**src/sv/bmsi_pkg.sv**
```systemverilog
// Shared widths, codes and limits for the bank mapper with scanline interrupt.
package bmsi_pkg;

  // Field widths of the bus access and result words.
  localparam int OP_W      = 2;
  localparam int ADDR_W    = 16;
  localparam int DATA_W    = 8;
  localparam int TGT_W     = 2;
  localparam int OFS_W     = 19;
  localparam int PRG_CNT_W = 7;
  localparam int CHR_CNT_W = 9;
  localparam int CFG_IDX_W = 1;
  localparam int CFG_DAT_W = 9;

  // Bank count limits.
  localparam int MAX_PRG_BANKS = 64;
  localparam int MAX_CHR_BANKS = 256;
  localparam int MIN_PRG_BANKS = 2;
  localparam int MIN_CHR_BANKS = 8;

  // Bank page sizes as address bit counts (8KB program, 1KB pattern).
  localparam int PRG_PAGE_W = 13;
  localparam int CHR_PAGE_W = 10;

  // Bus operation codes.
  localparam logic [OP_W-1:0] OP_CPU_READ  = 2'd0;
  localparam logic [OP_W-1:0] OP_CPU_WRITE = 2'd1;
  localparam logic [OP_W-1:0] OP_PPU_READ  = 2'd2;
  localparam logic [OP_W-1:0] OP_PPU_WRITE = 2'd3;

  // Target store codes.
  localparam logic [TGT_W-1:0] TGT_NONE = 2'd0;
  localparam logic [TGT_W-1:0] TGT_WRAM = 2'd1;
  localparam logic [TGT_W-1:0] TGT_PRG  = 2'd2;
  localparam logic [TGT_W-1:0] TGT_CHR  = 2'd3;

  // Configuration register indexes.
  localparam logic [CFG_IDX_W-1:0] CFG_PRG_COUNT = 1'd0;
  localparam logic [CFG_IDX_W-1:0] CFG_CHR_COUNT = 1'd1;

  // Mapper register codes: address bits 15:13 and bit 0.
  typedef enum logic [3:0] {
    REG_BANK_SELECT = 4'b1000,
    REG_BANK_DATA   = 4'b1001,
    REG_MIRROR      = 4'b1010,
    REG_PROTECT     = 4'b1011,
    REG_IRQ_LATCH   = 4'b1100,
    REG_IRQ_RELOAD  = 4'b1101,
    REG_IRQ_DISABLE = 4'b1110,
    REG_IRQ_ENABLE  = 4'b1111
  } reg_code_t;

endpackage

```
**src/sv/bank_mapper_with_scanline_irq_top.sv**
```systemverilog
// Bank mapper with scanline interrupt: register decode, bank mapping and counter.
//
//   Channel | Direction | Handshake          | Word
//   --------+-----------+--------------------+------------------------------------------
//   in      | input     | in_valid/in_stall  | operation, bus_address, write_data
//   out     | output    | out_valid/out_stall| target, physical_offset, access_allowed,
//           |           |                    | mirror_horizontal, irq_pending
//   cfg     | input     | cfg_valid/cfg_ready| cfg_index, cfg_data
//
// Each word is accepted, then passes through the shared restoring remainder
// unit that reduces the bank number modulo the bank count (one bit per
// cycle), and then the result is formed and the mapper registers are updated.
// The result sits in an output register, so the next word is accepted while a
// result waits; a stalled output holds the block in its finish cycle.
// Synchronous reset clears all mapper registers and sets the bank counts to 4
// program and 8 pattern banks. Configuration writes are always taken.
module bank_mapper_with_scanline_irq_top (
  input  logic                               clk,
  input  logic                               rst,
  input  logic                               in_valid,
  output logic                               in_stall,
  input  logic [bmsi_pkg::OP_W-1:0]          operation,
  input  logic [bmsi_pkg::ADDR_W-1:0]        bus_address,
  input  logic [bmsi_pkg::DATA_W-1:0]        write_data,
  output logic                               out_valid,
  input  logic                               out_stall,
  output logic [bmsi_pkg::TGT_W-1:0]         target,
  output logic [bmsi_pkg::OFS_W-1:0]         physical_offset,
  output logic                               access_allowed,
  output logic                               mirror_horizontal,
  output logic                               irq_pending,
  input  logic                               cfg_valid,
  output logic                               cfg_ready,
  input  logic [bmsi_pkg::CFG_IDX_W-1:0]     cfg_index,
  input  logic [bmsi_pkg::CFG_DAT_W-1:0]     cfg_data
);

  import bmsi_pkg::*;

  localparam int BANK_W = DATA_W;
  localparam int STEP_W = $clog2(BANK_W);
  localparam int DIV_W  = CHR_CNT_W;

  typedef enum logic [1:0] {
    S_IDLE,
    S_DIVIDE,
    S_FINISH
  } state_t;

  state_t state;

  // Configuration registers.
  logic [PRG_CNT_W-1:0] prg_count;
  logic [CHR_CNT_W-1:0] chr_count;

  // Mapper state.
  logic [DATA_W-1:0] bank_select;
  logic [DATA_W-1:0] bank_regs [8];
  logic              mirroring_bit;
  logic              ram_protected;
  logic [DATA_W-1:0] irq_reload_value;
  logic [DATA_W-1:0] scanline_counter;
  logic              irq_enable;
  logic              previous_a12;
  logic              irq_flag;

  // Captured access and remainder unit.
  logic [OP_W-1:0]   op_q;
  logic [ADDR_W-1:0] addr_q;
  logic [DATA_W-1:0] data_q;
  logic [BANK_W-1:0] dividend;
  logic [DIV_W-1:0]  divisor;
  logic [DIV_W-1:0]  rem;
  logic [STEP_W-1:0] step;

  // Next values of mapper state.
  logic [DATA_W-1:0] bank_select_next;
  logic [DATA_W-1:0] bank_regs_next [8];
  logic              mirroring_bit_next;
  logic              ram_protected_next;
  logic [DATA_W-1:0] irq_reload_value_next;
  logic [DATA_W-1:0] scanline_counter_next;
  logic              irq_enable_next;
  logic              previous_a12_next;
  logic              irq_flag_next;

  logic [PRG_CNT_W-1:0] prg_eff;
  logic [CHR_CNT_W-1:0] chr_eff;
  logic                 is_ppu;
  logic [1:0]           prg_slot;
  logic [2:0]           chr_slot;
  logic [2:0]           chr_idx;
  logic [BANK_W-1:0]    prg_bank;
  logic [BANK_W-1:0]    chr_bank;
  logic [DIV_W-1:0]     trial;
  logic                 trial_fits;
  logic                 load_out;
  logic [TGT_W-1:0]     tgt_calc;
  logic [OFS_W-1:0]     ofs_calc;
  logic                 allowed_calc;
  logic [DATA_W-1:0]    count_step;
  reg_code_t            reg_code;

  assign in_stall  = (state != S_IDLE);
  assign cfg_ready = 1'b1;
  assign load_out  = (state == S_FINISH) && (!out_valid || !out_stall);

  // Bank counts clamped to their legal ranges.
  always_comb begin
    if (prg_count < PRG_CNT_W'(MIN_PRG_BANKS)) begin
      prg_eff = PRG_CNT_W'(MIN_PRG_BANKS);
    end else if (prg_count > PRG_CNT_W'(MAX_PRG_BANKS)) begin
      prg_eff = PRG_CNT_W'(MAX_PRG_BANKS);
    end else begin
      prg_eff = prg_count;
    end
    if (chr_count < CHR_CNT_W'(MIN_CHR_BANKS)) begin
      chr_eff = CHR_CNT_W'(MIN_CHR_BANKS);
    end else if (chr_count > CHR_CNT_W'(MAX_CHR_BANKS)) begin
      chr_eff = CHR_CNT_W'(MAX_CHR_BANKS);
    end else begin
      chr_eff = chr_count;
    end
  end

  // Raw bank number for the incoming access, before reduction.
  always_comb begin
    is_ppu   = operation[1];
    prg_slot = bus_address[PRG_PAGE_W+1:PRG_PAGE_W];
    if (prg_slot == 2'd1) begin
      prg_bank = bank_regs[7];
    end else if (prg_slot == 2'd3) begin
      prg_bank = BANK_W'(prg_eff - PRG_CNT_W'(1));
    end else if ((prg_slot == 2'd0) != bank_select[6]) begin
      prg_bank = bank_regs[6];
    end else begin
      prg_bank = BANK_W'(prg_eff - PRG_CNT_W'(2));
    end
    // Pattern inversion swaps the 2KB and 1KB halves.
    chr_slot = bus_address[CHR_PAGE_W+2:CHR_PAGE_W] ^ {bank_select[7], 2'b00};
    chr_idx  = chr_slot[2] ? (chr_slot - 3'd2) : {2'b00, chr_slot[1]};
    if (chr_slot[2]) begin
      chr_bank = bank_regs[chr_idx];
    end else begin
      chr_bank = (bank_regs[chr_idx] & 8'hFE) | {7'd0, chr_slot[0]};
    end
  end

  // Shared remainder step: shift in one dividend bit, subtract if it fits.
  assign trial      = {rem[DIV_W-2:0], dividend[BANK_W-1]};
  assign trial_fits = (trial >= divisor);

  // Result word from the captured access and the reduced bank number.
  always_comb begin
    tgt_calc     = TGT_NONE;
    ofs_calc     = '0;
    allowed_calc = 1'b0;
    if (!op_q[1]) begin
      if (addr_q[15]) begin
        tgt_calc     = TGT_PRG;
        ofs_calc     = OFS_W'({rem, addr_q[PRG_PAGE_W-1:0]});
        allowed_calc = (op_q == OP_CPU_READ);
      end else if (addr_q[14:13] == 2'b11) begin
        tgt_calc     = TGT_WRAM;
        ofs_calc     = OFS_W'(addr_q[PRG_PAGE_W-1:0]);
        allowed_calc = !ram_protected;
      end
    end else if (addr_q[15:13] == 3'b000) begin
      tgt_calc     = TGT_CHR;
      ofs_calc     = OFS_W'({rem, addr_q[CHR_PAGE_W-1:0]});
      allowed_calc = 1'b1;
    end
  end

  // Register writes and scanline counter clocking for the captured access.
  always_comb begin
    bank_select_next      = bank_select;
    bank_regs_next        = bank_regs;
    mirroring_bit_next    = mirroring_bit;
    ram_protected_next    = ram_protected;
    irq_reload_value_next = irq_reload_value;
    scanline_counter_next = scanline_counter;
    irq_enable_next       = irq_enable;
    previous_a12_next     = previous_a12;
    irq_flag_next         = irq_flag;
    reg_code              = reg_code_t'({addr_q[15:13], addr_q[0]});
    count_step            = (scanline_counter == '0) ? irq_reload_value
                                                     : scanline_counter - DATA_W'(1);
    if (op_q == OP_CPU_WRITE && addr_q[15]) begin
      unique case (reg_code)
        REG_BANK_SELECT: bank_select_next = data_q;
        REG_BANK_DATA:   bank_regs_next[bank_select[2:0]] = data_q;
        REG_MIRROR:      mirroring_bit_next = data_q[0];
        REG_PROTECT:     ram_protected_next = !data_q[3];
        REG_IRQ_LATCH:   irq_reload_value_next = data_q;
        REG_IRQ_RELOAD:  scanline_counter_next = '0;
        REG_IRQ_DISABLE: begin
          irq_enable_next = 1'b0;
          irq_flag_next   = 1'b0;
        end
        REG_IRQ_ENABLE:  irq_enable_next = 1'b1;
        default:         irq_enable_next = irq_enable;
      endcase
    end
    if (op_q[1]) begin
      // A rising A12 steps the counter.
      if (!previous_a12 && addr_q[12]) begin
        scanline_counter_next = count_step;
        if (count_step == '0 && irq_enable) begin
          irq_flag_next = 1'b1;
        end
      end
      previous_a12_next = addr_q[12];
    end
  end

  // Sequencer, mapper registers and output register.
  always_ff @(posedge clk) begin
    if (rst) begin
      state            <= S_IDLE;
      prg_count        <= PRG_CNT_W'(4);
      chr_count        <= CHR_CNT_W'(8);
      bank_select      <= '0;
      for (int i = 0; i < 8; i++) begin
        bank_regs[i] <= '0;
      end
      mirroring_bit    <= 1'b0;
      ram_protected    <= 1'b0;
      irq_reload_value <= '0;
      scanline_counter <= '0;
      irq_enable       <= 1'b0;
      previous_a12     <= 1'b0;
      irq_flag         <= 1'b0;
      out_valid        <= 1'b0;
    end else begin
      // Configuration writes.
      if (cfg_valid && cfg_ready) begin
        unique case (cfg_index)
          CFG_PRG_COUNT: prg_count <= cfg_data[PRG_CNT_W-1:0];
          CFG_CHR_COUNT: chr_count <= cfg_data[CHR_CNT_W-1:0];
          default:       prg_count <= prg_count;
        endcase
      end
      // Output valid rises with a new result and falls once the result is taken.
      if (load_out) begin
        out_valid <= 1'b1;
      end else if (out_valid && !out_stall) begin
        out_valid <= 1'b0;
      end
      unique case (state)
        S_IDLE: begin
          if (in_valid) begin
            op_q     <= operation;
            addr_q   <= bus_address;
            data_q   <= write_data;
            dividend <= is_ppu ? chr_bank : prg_bank;
            divisor  <= is_ppu ? chr_eff : DIV_W'(prg_eff);
            rem      <= '0;
            step     <= '0;
            state    <= S_DIVIDE;
          end
        end
        S_DIVIDE: begin
          rem      <= trial_fits ? (trial - divisor) : trial;
          dividend <= {dividend[BANK_W-2:0], 1'b0};
          step     <= step + STEP_W'(1);
          if (step == STEP_W'(BANK_W - 1)) begin
            state <= S_FINISH;
          end
        end
        S_FINISH: begin
          if (load_out) begin
            target            <= tgt_calc;
            physical_offset   <= ofs_calc;
            access_allowed    <= allowed_calc;
            mirror_horizontal <= mirroring_bit_next;
            irq_pending       <= irq_flag_next;
            bank_select       <= bank_select_next;
            bank_regs         <= bank_regs_next;
            mirroring_bit     <= mirroring_bit_next;
            ram_protected     <= ram_protected_next;
            irq_reload_value  <= irq_reload_value_next;
            scanline_counter  <= scanline_counter_next;
            irq_enable        <= irq_enable_next;
            previous_a12      <= previous_a12_next;
            irq_flag          <= irq_flag_next;
            state             <= S_IDLE;
          end
        end
        default: state <= S_IDLE;
      endcase
    end
  end

  // The partial remainder always stays below the divisor.
  a_rem_below_divisor: assert property (@(posedge clk) disable iff (rst)
    (state == S_DIVIDE) |-> (rem < divisor))
    else $error("remainder reached the divisor");

  // An accepted word keeps the block busy for the next cycle.
  a_busy_after_accept: assert property (@(posedge clk) disable iff (rst)
    (in_valid && !in_stall) |=> in_stall)
    else $error("block not busy after accepting a word");

  // The interrupt flag only rises while interrupts are enabled.
  a_irq_needs_enable: assert property (@(posedge clk) disable iff (rst)
    $rose(irq_flag) |-> irq_enable)
    else $error("interrupt flag set while disabled");

  // A new result only comes out of the finish cycle.
  a_result_from_finish: assert property (@(posedge clk) disable iff (rst)
    $rose(out_valid) |-> $past(state == S_FINISH))
    else $error("result produced outside the finish cycle");

endmodule
```
**config.mk**
```make
export PLATFORM = sky130hd
export DESIGN_NAME = bank_mapper_with_scanline_irq_top
export DESIGN_NICKNAME = d
export VERILOG_FILES = /design/src/sv/bmsi_pkg.sv /design/src/sv/bank_mapper_with_scanline_irq_top.sv
export SDC_FILE = /design/constraint.sdc
export NUM_CORES = 1
export LEC_CHECK = 0
export ABC_CLOCK_PERIOD_IN_PS = 4770
export BUFFER_PORTS_ARGS = -buffer_cell sky130_fd_sc_hd__clkbuf_2
export CORE_ASPECT_RATIO = 0.75
export CORE_MARGIN = 3
export CORE_UTILIZATION = 60
export DETAILED_ROUTE_END_ITERATION = 16
export PLACE_DENSITY_LB_ADDON = 0.3
export SYNTH_ARGS = -nofsm -noshare
export SYNTH_HDL_FRONTEND = slang
export SYNTH_SLANG_ARGS = --single-unit
```
**constraint.sdc**
```tcl
create_clock -name clk -period 4.77 [get_ports clk]
set_clock_uncertainty 0.2 [all_clocks]
set_input_delay 0.7155 -clock clk [delete_from_list [all_inputs] [get_ports clk]]
set_output_delay 0.7155 -clock clk [all_outputs]
set_load 0.01 [all_outputs]
```
==> impl_metrics.csv, run 1 <==
group,metric,value,unit
synth,synth_seq_cells,186,
clocking,root_buffer,"clkbuf_16",
critical_path,r2r_end,"bank_regs[28]",
sta,rsz0062_at_grt,"false",
synth,synthTopCellsByArea,"edfxtp_1, dfxtp_1, mux2i_1",
sta,slew_violations,0,
finish,layout.cells.non_filler,1138,
power_and_ir_drop,p_sw,862,uW
critical_path,cp-end-kind,"flip-flop",
power_and_ir_drop,power_leakage,0.00400,uW
critical_path,critPathKind,"flip-flop to flip-flop",
die,core_area,14100,um2
routing,viasPerCell,6.01,
global_routing,grt.total_usage,25.3,%
synth,synth_area_leader_cell,"edfxtp_1",
routing,firstDrtPassIters,5,
hold_path,hold_end,"data_q[5]",
sta,worstMarginPinSlew,1.03,ns
sta,slew_headroom,30.5,%
clocking,cts.sinks,186,
finish,layout-drive-gt1-share,15.3,%
routing,post_drt_wl_per_cell,17.8,um
power_and_ir_drop,pwr-share-clk,43.7,%
power_and_ir_drop,seqPwrFrac,48.7,%
finish,area_growth,12.0,%
global_routing,antenna_found_initial,0,
sta,post-route-period-util,62.7,%
routing,ant_nets,0,
global_routing,grt_pass1_wl,33400,um
global_routing,first_global_vias,6396,
finish,fin_nets,988,
clocking,cts_made_buffers,17,
run_status,status,"completed",
synth,synthFlopType,"dfxtp_1",
routing,drc,0,
power_and_ir_drop,swShare,24.1,%
place,numPortBuffers,66,
critical_path,regToRegSetupSlack,1.78,ns
critical_path,r2r-start,"op_q[1]",
clocking,post-cts-setup-buffers,0,
place,dp_cells,1106,
hold_path,hold_start,"write_data[5]",
sta,hold_viol,0,
clocking,insertion_delay,0.43,ns
clocking,cts_tree,"built",
power_and_ir_drop,pwr-share-comb,7.5,%
clocking,path_clk_slew,0.07,ns
finish,fill_cells,1071,
global_routing,grt-ovfl-total,0,
die,row_count,37,
synth,syn_area,8840,um2
critical_path,worst_ep_arrival_time,3.08,ns
critical_path,critical_path.max_stage_delay,0.51,ns
critical_path,worstPathRequired,4.86,ns
synth,synth_fp_nets,952,
hold_path,min_path_type,"input pin to flip-flop",
power_and_ir_drop,internal_power,2710,uW
finish,final_common_cell,"nor2_1",
synth,synth_top_area_share,26.8,%
clocking,cts_buffer_depth,2,
critical_path,worst-path-max-fanout,12,
critical_path,cp_slowest_cell,"edfxtp_1",
power_and_ir_drop,ir_worst_vdd,0.298,mV
power_and_ir_drop,power_per_cell_area,361,nW/um2
synth,synthArstFlopShare,0,%
critical_path,cp_cell_sequence,"nor2b_1 > and4b_1 > nand3b_1 > nor3b_1 > buf_4 > mux2i_1 > nor2_1",
clocking,cts_resized,0,
synth,synthCells,894,
finish,n_antenna_cell,0,
synth,ys_seq_area_share,51.1,%
routing,num_vias,6836,
routing,routed_wl,20300,um
die,dieArea,16200,um2
place,place_hpwl,13700,um
critical_path,startpoint_type,"flip-flop",
global_routing,grt_start_max_net_pins,74,
place,routabilityCongestion,0.923,
sta,timing.fmax,0.334,GHz
synth,synth-edff-count,79,
die,die_w,146,um
die,die_h,111,um
critical_path,reg2reg_depth,7,
clocking,htreeDepth,4,
sta,tns,0,ns
die,start_util,62.8,%
finish,final_cell_mix,"nor2_1, dfxtp_1, nand2_1, edfxtp_1, a21oi_1",
clocking,cts-hold-fix-buffers,0,
synth,ys_types,74,
sta,setup_violations,0,
sta,min_period,2.99,ns
die,pin_count,68,
hold_path,hold_depth,1,
synth,avgSynthCellArea,9.89,um2
flow_run,cap_viol_max_count,0,
routing,drtIter0Drc,713,
synth,synth_warnings,0,
finish,utilization,70.3,%
==> routing by layer <==
metal	track usage, %	routed length (um)	vias up
met2	37.2	8740	315
met3	5.27	1760	20
met5	0	0	-
met4	6.27	216	0
li1	-	-	3281
met1	38.4	9580	3220
==> final cells by class <==
type	count	area, um2	area share [%]
clock buffer	17	425	4.30
sequential	186	4510	45.6
timing repair buffer	75	400	4.05
multi-input combinational	628	4000	40.4
clock inverter	15	228	2.30
inverter	22	82.6	0.834
tap	195	244	2.47
==> how the worst max path moves through the flow <==
| stage | from | end | slack [ns] | depth (start not counted) |
|---|---|---|---|---|
| final | op_q[1] | bank_regs[28] | 1.78 | 7 |
| after CTS | op_q[1] | bank_regs[29] | 1.83 | 7 |
| after global routing | op_q[1] | bank_regs[25] | 1.51 | 7 |
| after detailed placement | bus_address[12] | dividend[1] | 1.58 | 5 |
| after global placement | bus_address[12] | dividend[1] | 1.61 | 5 |
| after floorplan | rst | addr_q[0] | 0.58 | 3 |
==> state kept, by name, indices dropped and copies added, names as in the netlist, 5 cells and up <==
signal / count
bank_regs: 62
dividend: 8
irq_reload_value: 8
prg_count: 7
bank_select: 5
scanline_counter: 8
chr_count: 9
divisor: 9
data_q: 8
rem: 9
addr_q: 16
physical_offset: 19
==> cells by family (layout without fill, tap and decap cells) <==
logic type	after synthesis	count (layout)	synth area share, %
AND/OR/NAND/NOR	324	324	17.5
AO/OA/AOI/OAI	187	187	13.0
flip-flops	186	186	51.1
multiplexers	88	88	10.9
buffers and inverters	80	129	3.89
adder cells (fa/ha/maj)	17	17	2.49
XOR/XNOR	11	11	1.09
other	1	1	0.0424
==> cells in the mapped netlist, types with 6 or more instances <==
cell / number
a211oi_1: 11
dfxtp_1: 107
edfxtp_1: 79
nor2_1: 114
a22o_1: 9
o211ai_1: 6
xnor2_1: 9
mux2_2: 14
inv_1: 21
nand3_1: 28
mux2i_1: 69
a21oi_1: 71
ha_1: 16
clkbuf_1: 38
and2_1: 18
nor3_1: 17
o21ai_0: 43
nand2b_1: 7
nand2_1: 87
nor2b_1: 8
a31oi_1: 6
buf_2: 8
a21o_1: 9
==> worst max-delay path: cells and delay by family (launching register included) <==
family        cells  cell delay, ns
flops             1            0.51
mux               1            0.20
simple gates      5            1.68
buf+inv           1            0.25
==> stage by stage <==
stage          hold WS [ns]  worst slack, ns  cell area (um2)  total power (uW)
2_1_floorplan         0.236            0.575             8840              1960
3_3_place_gp          0.251             1.61             9240              2030
3_5_place_dp          0.253             1.58             9240              2030
4_1_cts               0.235             1.83             9890              3580
5_1_grt               0.244             1.51             9900              3690
6_report              0.256             1.78             9900              3570
==> power by group through the flow <==
| stage | clock network (uW) | logic (uW) | registers (uW) |
|---|---|---|---|
| after detailed placement | 0 | 261 | 1770 |
| final | 1560 | 269 | 1740 |
| after global placement | 0 | 258 | 1770 |
| after CTS | 1580 | 265 | 1740 |
| after floorplan | 0 | 203 | 1750 |
| after global routing | 1650 | 299 | 1740 |
Power figures use the tool's default switching activity.
==> run 2: changes to the inputs <==
- ABC_AREA: unset -> 1
- ABC_CLOCK_PERIOD_IN_PS: 4770 -> 2400
- CORE_UTILIZATION: 60 -> 54
- clock period: 4.77 -> 2.4 ns (I/O delays scaled with it)
==> impl_metrics.csv, run 2 <==
group,metric,value,unit
sta,slew_headroom,56.3,%
global_routing,first_global_vias,7037,
routing,post_drt_wl_per_cell,15.2,um
die,core_area,15600,um2
critical_path,cpMostUsedCell,"a21oi_1",
synth,ys_types,45,
die,dieArea,17900,um2
routing,drc,0,
synth,synthCells,1080,
place,dp_cells,1327,
critical_path,cp_slowest_cell,"edfxtp_1",
clocking,htreeDepth,4,
critical_path,critPathKind,"flip-flop to flip-flop",
place,place_hpwl,14300,um
place,numPortBuffers,66,
synth,synth_fp_nets,1138,
sta,hold_viol,0,
synth,synth-edff-count,79,
synth,synth_seq_cells,186,
clocking,cts_made_buffers,17,
critical_path,cp-end-kind,"flip-flop",
routing,ant_nets,0,
clocking,insertion_delay,0.44,ns
routing,firstDrtPassIters,5,
power_and_ir_drop,power,7000,uW
critical_path,startpoint_type,"flip-flop",
global_routing,grt.total_usage,24.2,%
critical_path,cp_cell_sequence,"ha_1 > nand4_1 > inv_1 > a21oi_1 > nand2_4 > o21ai_0 > a21oi_1",
sta,setup_ws,0.0982,ns
finish,largest_reg_flops,62,
synth,synth_top_area_share,27.0,%
critical_path,cp_num_buf_inv,1,
global_routing,grt_start_max_net_pins,82,
die,die_h,117,um
power_and_ir_drop,power_leakage,0.00441,uW
critical_path,regToRegSetupSlack,0.1,ns
synth,synthFlopType,"dfxtp_1",
routing,num_vias,7510,
sta,min_period,2.30,ns
finish,final_cell_mix,"nand2_1, inv_1, a21oi_1, nor2_1, o21ai_0",
routing,routed_wl,21200,um
critical_path,worstPathRequired,2.39,ns
clocking,root_buffer,"clkbuf_16",
sta,slew_violations,0,
die,start_util,56.5,%
finish,reg_top3,"bank_regs (62), physical_offset (19), addr_q (16)",
synth,synthArstFlopShare,0,%
synth,synth_warnings,0,
die,row_count,39,
sta,post-route-period-util,95.9,%
sta,timing.fmax,0.434,GHz
sta,worstMarginPinSlew,0.648,ns
flow_run,cap_viol_max_count,0,
power_and_ir_drop,power_per_cell_area,677,nW/um2
critical_path,worst_ep_arrival_time,2.29,ns
clocking,path_clk_slew,0.07,ns
finish,top_register,"bank_regs",
finish,final_common_cell,"nand2_1",
die,die_w,153,um
global_routing,grt-ovfl-total,0,
finish,layout-drive-gt1-share,14.0,%
finish,n_antenna_cell,0,
global_routing,grt_pass1_wl,34800,um
global_routing,antenna_found_initial,0,
clocking,cts_buffer_depth,2,
place,routabilityCongestion,0.913,
synth,synth.top_cells.by_count,"nand2_1, inv_1, a21oi_1",
critical_path,worst-path-max-fanout,9,
die,pin_count,68,
critical_path,path_delay_family,"compound AO/OA/AOI/OAI gates",
clocking,cts.sinks,186,
synth,synthTopCellsByArea,"edfxtp_1, dfxtp_1, nand2_1",
routing,drtIter0Drc,627,
routing,viasPerCell,5.38,
synth,synth_area_leader_cell,"edfxtp_1",
synth,ys_seq_area_share,51.3,%
synth,yosysMostFrequentCell,"nand2_1",
critical_path,critical_path.max_stage_delay,0.45,ns
run_status,status,"completed",
finish,layout.cells.non_filler,1395,
place,place_ws,0.0293,ns
hold_path,min_path_type,"input pin to flip-flop",
synth,syn_area,8800,um2
clocking,cts_tree,"built",
finish,fin_nets,1235,
sta,setup_violations,0,
finish,area_growth,17.5,%
synth,avgSynthCellArea,8.15,um2
power_and_ir_drop,ir_worst_vdd,0.537,mV
sta,tns,0,ns
run 2: metal layers:
metal / vias to the layer above / wire, um / track usage [%] / share of wire, %
li1: 3759 / - / - / -
met1: 3419 / 10000 / 34.9 / 47
met2: 309 / 9270 / 37.4 / 44
met3: 23 / 1590 / 5.33 / 7.5
met4: 0 / 273 / 6.41 / 1.3
met5: - / 0 / 0 / 0
run 2: logic make-up after synthesis:
family          count (synthesis)  synth area share, %
simple gates                  387                 19.1
compound gates                287                 17.2
buf+inv                       195                 9.17
flops                         186                 51.3
fa+ha+maj                      17                 2.50
xor+xnor                        7                0.697
other cells                     1               0.0426
run 2: through the flow:
stage	hold slack [ns]	instance area [um2]	util (%)
4_1_cts	0.00232	10200	65.6
3_5_place_dp	0.232	9320	59.9
2_1_floorplan	0.220	8810	-
6_report	0.0144	10300	66.4
5_1_grt	0.0126	10300	66.4
3_3_place_gp	0.229	9320	59.9
run 2: what timing repair did:
| item | in CTS | in global routing |
|---|---|---|
| pin swaps | 0 | 2 |
| hold buffers | 30 | 0 |
| gates cloned | 0 | 1 |
| resized for setup | 1 | 34 |
| setup endpoints to repair | 1 | 16 |
| buffers inserted | 0 | 5 |
| hold endpoints to repair | 33 | 0 |
run 2: path summary, 6_finish.rpt:
path	start	endpoint	depth (start not counted)
worst max-delay path	rem[6]	rem[6]	7
worst min-delay path	cfg_data[5]	chr_count[5]	3
worst max register to register	rem[6]	rem[6]	7
worst min register to register	bank_regs[6]	bank_regs[6]	2
run 2: area by class of cell:
cell class                      count  area (um2)
Clock inverter                     15         159
Sequential cell                   186        4520
Tap cell                          205         256
Clock buffer                       17         425
Multi-Input combinational cell    700        3580
Fill cell                        1290        5230
Timing Repair Buffer              114         803
Inverter                          158         593
run 2: worst min-delay path, stage by stage:
cell	delay, ns
clkbuf_2	0.10
o21ai_0	0.08
nor2_1	0.07
run 2: power breakdown:
group | total [uW] | leakage [uW] | switching (uW) | internal [uW]
combinational | 741 | 0.00253 | 457 | 283
clock | 2800 | 0.000271 | 1330 | 1470
sequential | 3460 | 0.00161 | 70.7 | 3390
==> run 3: changes to the inputs <==
- CORE_UTILIZATION: 54 -> 56
- CTS_BUF_LIST: unset -> sky130_fd_sc_hd__clkbuf_2 sky130_fd_sc_hd__clkbuf_4 sky130_fd_sc_hd__clkbuf_8
==> impl_metrics.csv, run 3 (synthesis gave the netlist of run 2 again) <==
group,metric,value,unit
finish,utilization,65.8,%
place,dp_cells,1331,
finish,layout-drive-gt1-share,13.0,%
global_routing,grt_start_max_net_pins,81,
routing,drc,0,
finish,fin_nets,1237,
critical_path,worst_ep_arrival_time,2.28,ns
sta,slew_violations,0,
die,die_h,115,um
critical_path,worst-path-max-fanout,6,
finish,final_cell_mix,"nand2_1, inv_1, a21oi_1, o21ai_0, nor2_1",
place,routabilityCongestion,0.909,
clocking,cts_buffer_depth,2,
finish,final_common_cell,"nand2_1",
routing,drtIter0Drc,727,
clocking,root_buffer,"clkbuf_8",
critical_path,worstPathRequired,2.42,ns
critical_path,startpoint_type,"flip-flop",
sta,min_period,2.26,ns
die,dieArea,17300,um2
clocking,cts_made_buffers,17,
routing,ant_nets,0,
place,place_hpwl,14500,um
global_routing,grt-ovfl-total,0,
finish,layout.cells.non_filler,1398,
finish,reg_top3,"bank_regs (62), physical_offset (19), addr_q (16)",
clocking,htreeDepth,4,
global_routing,antenna_found_initial,1,
hold_path,min_path_type,"input pin to flip-flop",
power_and_ir_drop,power_per_cell_area,601,nW/um2
finish,area_growth,14.5,%
flow_run,cap_viol_max_count,0,
power_and_ir_drop,ir_worst_vdd,0.481,mV
global_routing,grt.total_usage,24.9,%
critical_path,cpMostUsedCell,"nand2_1",
routing,post_drt_wl_per_cell,14.7,um
routing,viasPerCell,5.25,
clocking,cts.sinks,186,
clocking,cts_tree,"built",
critical_path,cp_cell_sequence,"nor2_1 > nand3_2 > nand2_2 > ha_1 > inv_1 > nor2_2 > nand3b_1 > nand2_1 > a21oi_1 > nand2_1 > nand2_1 > a21oi_1",
sta,timing.fmax,0.443,GHz
die,start_util,57.4,%
finish,top_register,"bank_regs",
critical_path,cp-end-kind,"flip-flop",
clocking,path_clk_slew,0.09,ns
run_status,status,"completed",
die,row_count,39,
place,numPortBuffers,66,
sta,setup_violations,0,
routing,firstDrtPassIters,8,
routing,routed_wl,20500,um
clocking,insertion_delay,0.47,ns
sta,slew_headroom,53.9,%
finish,largest_reg_flops,62,
die,pin_count,68,
sta,post-route-period-util,94.1,%
routing,num_vias,7338,
sta,worstMarginPinSlew,0.685,ns
power_and_ir_drop,power_leakage,0.00431,uW
global_routing,first_global_vias,6887,
global_routing,grt_pass1_wl,34000,um
critical_path,cp_slowest_cell,"dfxtp_2",
die,core_area,15300,um2
sta,hold_viol,0,
die,die_w,151,um
critical_path,critPathKind,"flip-flop to flip-flop",
sta,timing.hold.ws,0.0348,ns
critical_path,critical_path.max_stage_delay,0.36,ns
[run 3: changes by cell type in the layout (fill, tap and decap cells not counted), sizes merged]
| cell | change |
|---|---|
| buf | -1 |
| bufinv | -1 |
| clkbuf | +2 |
| clkinv | +3 |
| clkinvlp | -2 |
| diode | +1 |
| dlygate4sd3 | +4 |
| inv | -2 |
| nand2 | -1 |
[run 3: final timing paths]
kind	startpoint	depth (start not counted)	endpoint	slack (ns)
setup / recovery	prg_count[6]	12	dividend[4]	0.14
hold / removal	cfg_index	4	prg_count[2]	0.03
setup reg to reg	prg_count[6]	12	dividend[4]	0.14
hold reg to reg	bank_regs[37]	2	bank_regs[37]	0.25
[run 3: routing by layer]
metal / vias up / part of all wire (%) / wire (um) / global-route usage [%]
met3: 22 / 7.9 / 1620 / 5.62
met5: - / 0 / 0 / 0
met1: 3288 / 48 / 9860 / 36.5
met4: 0 / 1.4 / 295 / 7.55
met2: 277 / 43 / 8740 / 37.0
li1: 3751 / - / - / -
[run 3: what timing repair did]
item                       in CTS  in global routing
hold endpoints to repair       40                  0
gates resized for setup         0                 17
setup endpoints to repair       0                 15
buffers inserted                0                  0
hold buffers                   34                  0
[run 3: through the flow]
| stage | setup WS [ns] | instance area, um2 | power, uW | TNS (ns) |
|---|---|---|---|---|
| final | 0.141 | 10100 | 6060 | 0 |
| after global placement | 0.144 | 9340 | 4150 | 0 |
| after global routing | -0.0152 | 10100 | 6340 | -0.0273 |
| after CTS | 0.0485 | 10000 | 6060 | 0 |
| after floorplan | 0.0599 | 8810 | 3950 | 0 |
| after detailed placement | 0.0690 | 9340 | 4160 | 0 |
[run 3: area by class of cell]
class,instances,area [um2]
clock buffers,19,249
well taps,205,256
inverters,158,593
flip-flops and latches,186,4520
clock inverters,13,96.3
diodes,1,2.50
repair buffers,117,823
multi-input cells,699,3540
fillers,1306,5250
[run 3: power breakdown]
group,switching [uW],total (uW),internal (uW),leakage [uW]
Sequential,68.6,3460,3390,0.00161
Combinational,436,705,269,0.00253
Clock,1140,1890,749,0.000175
Total,1650,6060,4410,0.00431
[run 3: worst max-delay path: cells and delay by family, from the launching register on]
family                   cells  cell delay (ns)
flip-flops                   1             0.36
AO/OA/AOI/OAI                2             0.20
AND/OR/NAND/NOR              8             0.99
adder cells (fa/ha/maj)      1             0.18
buffers and inverters        1             0.08
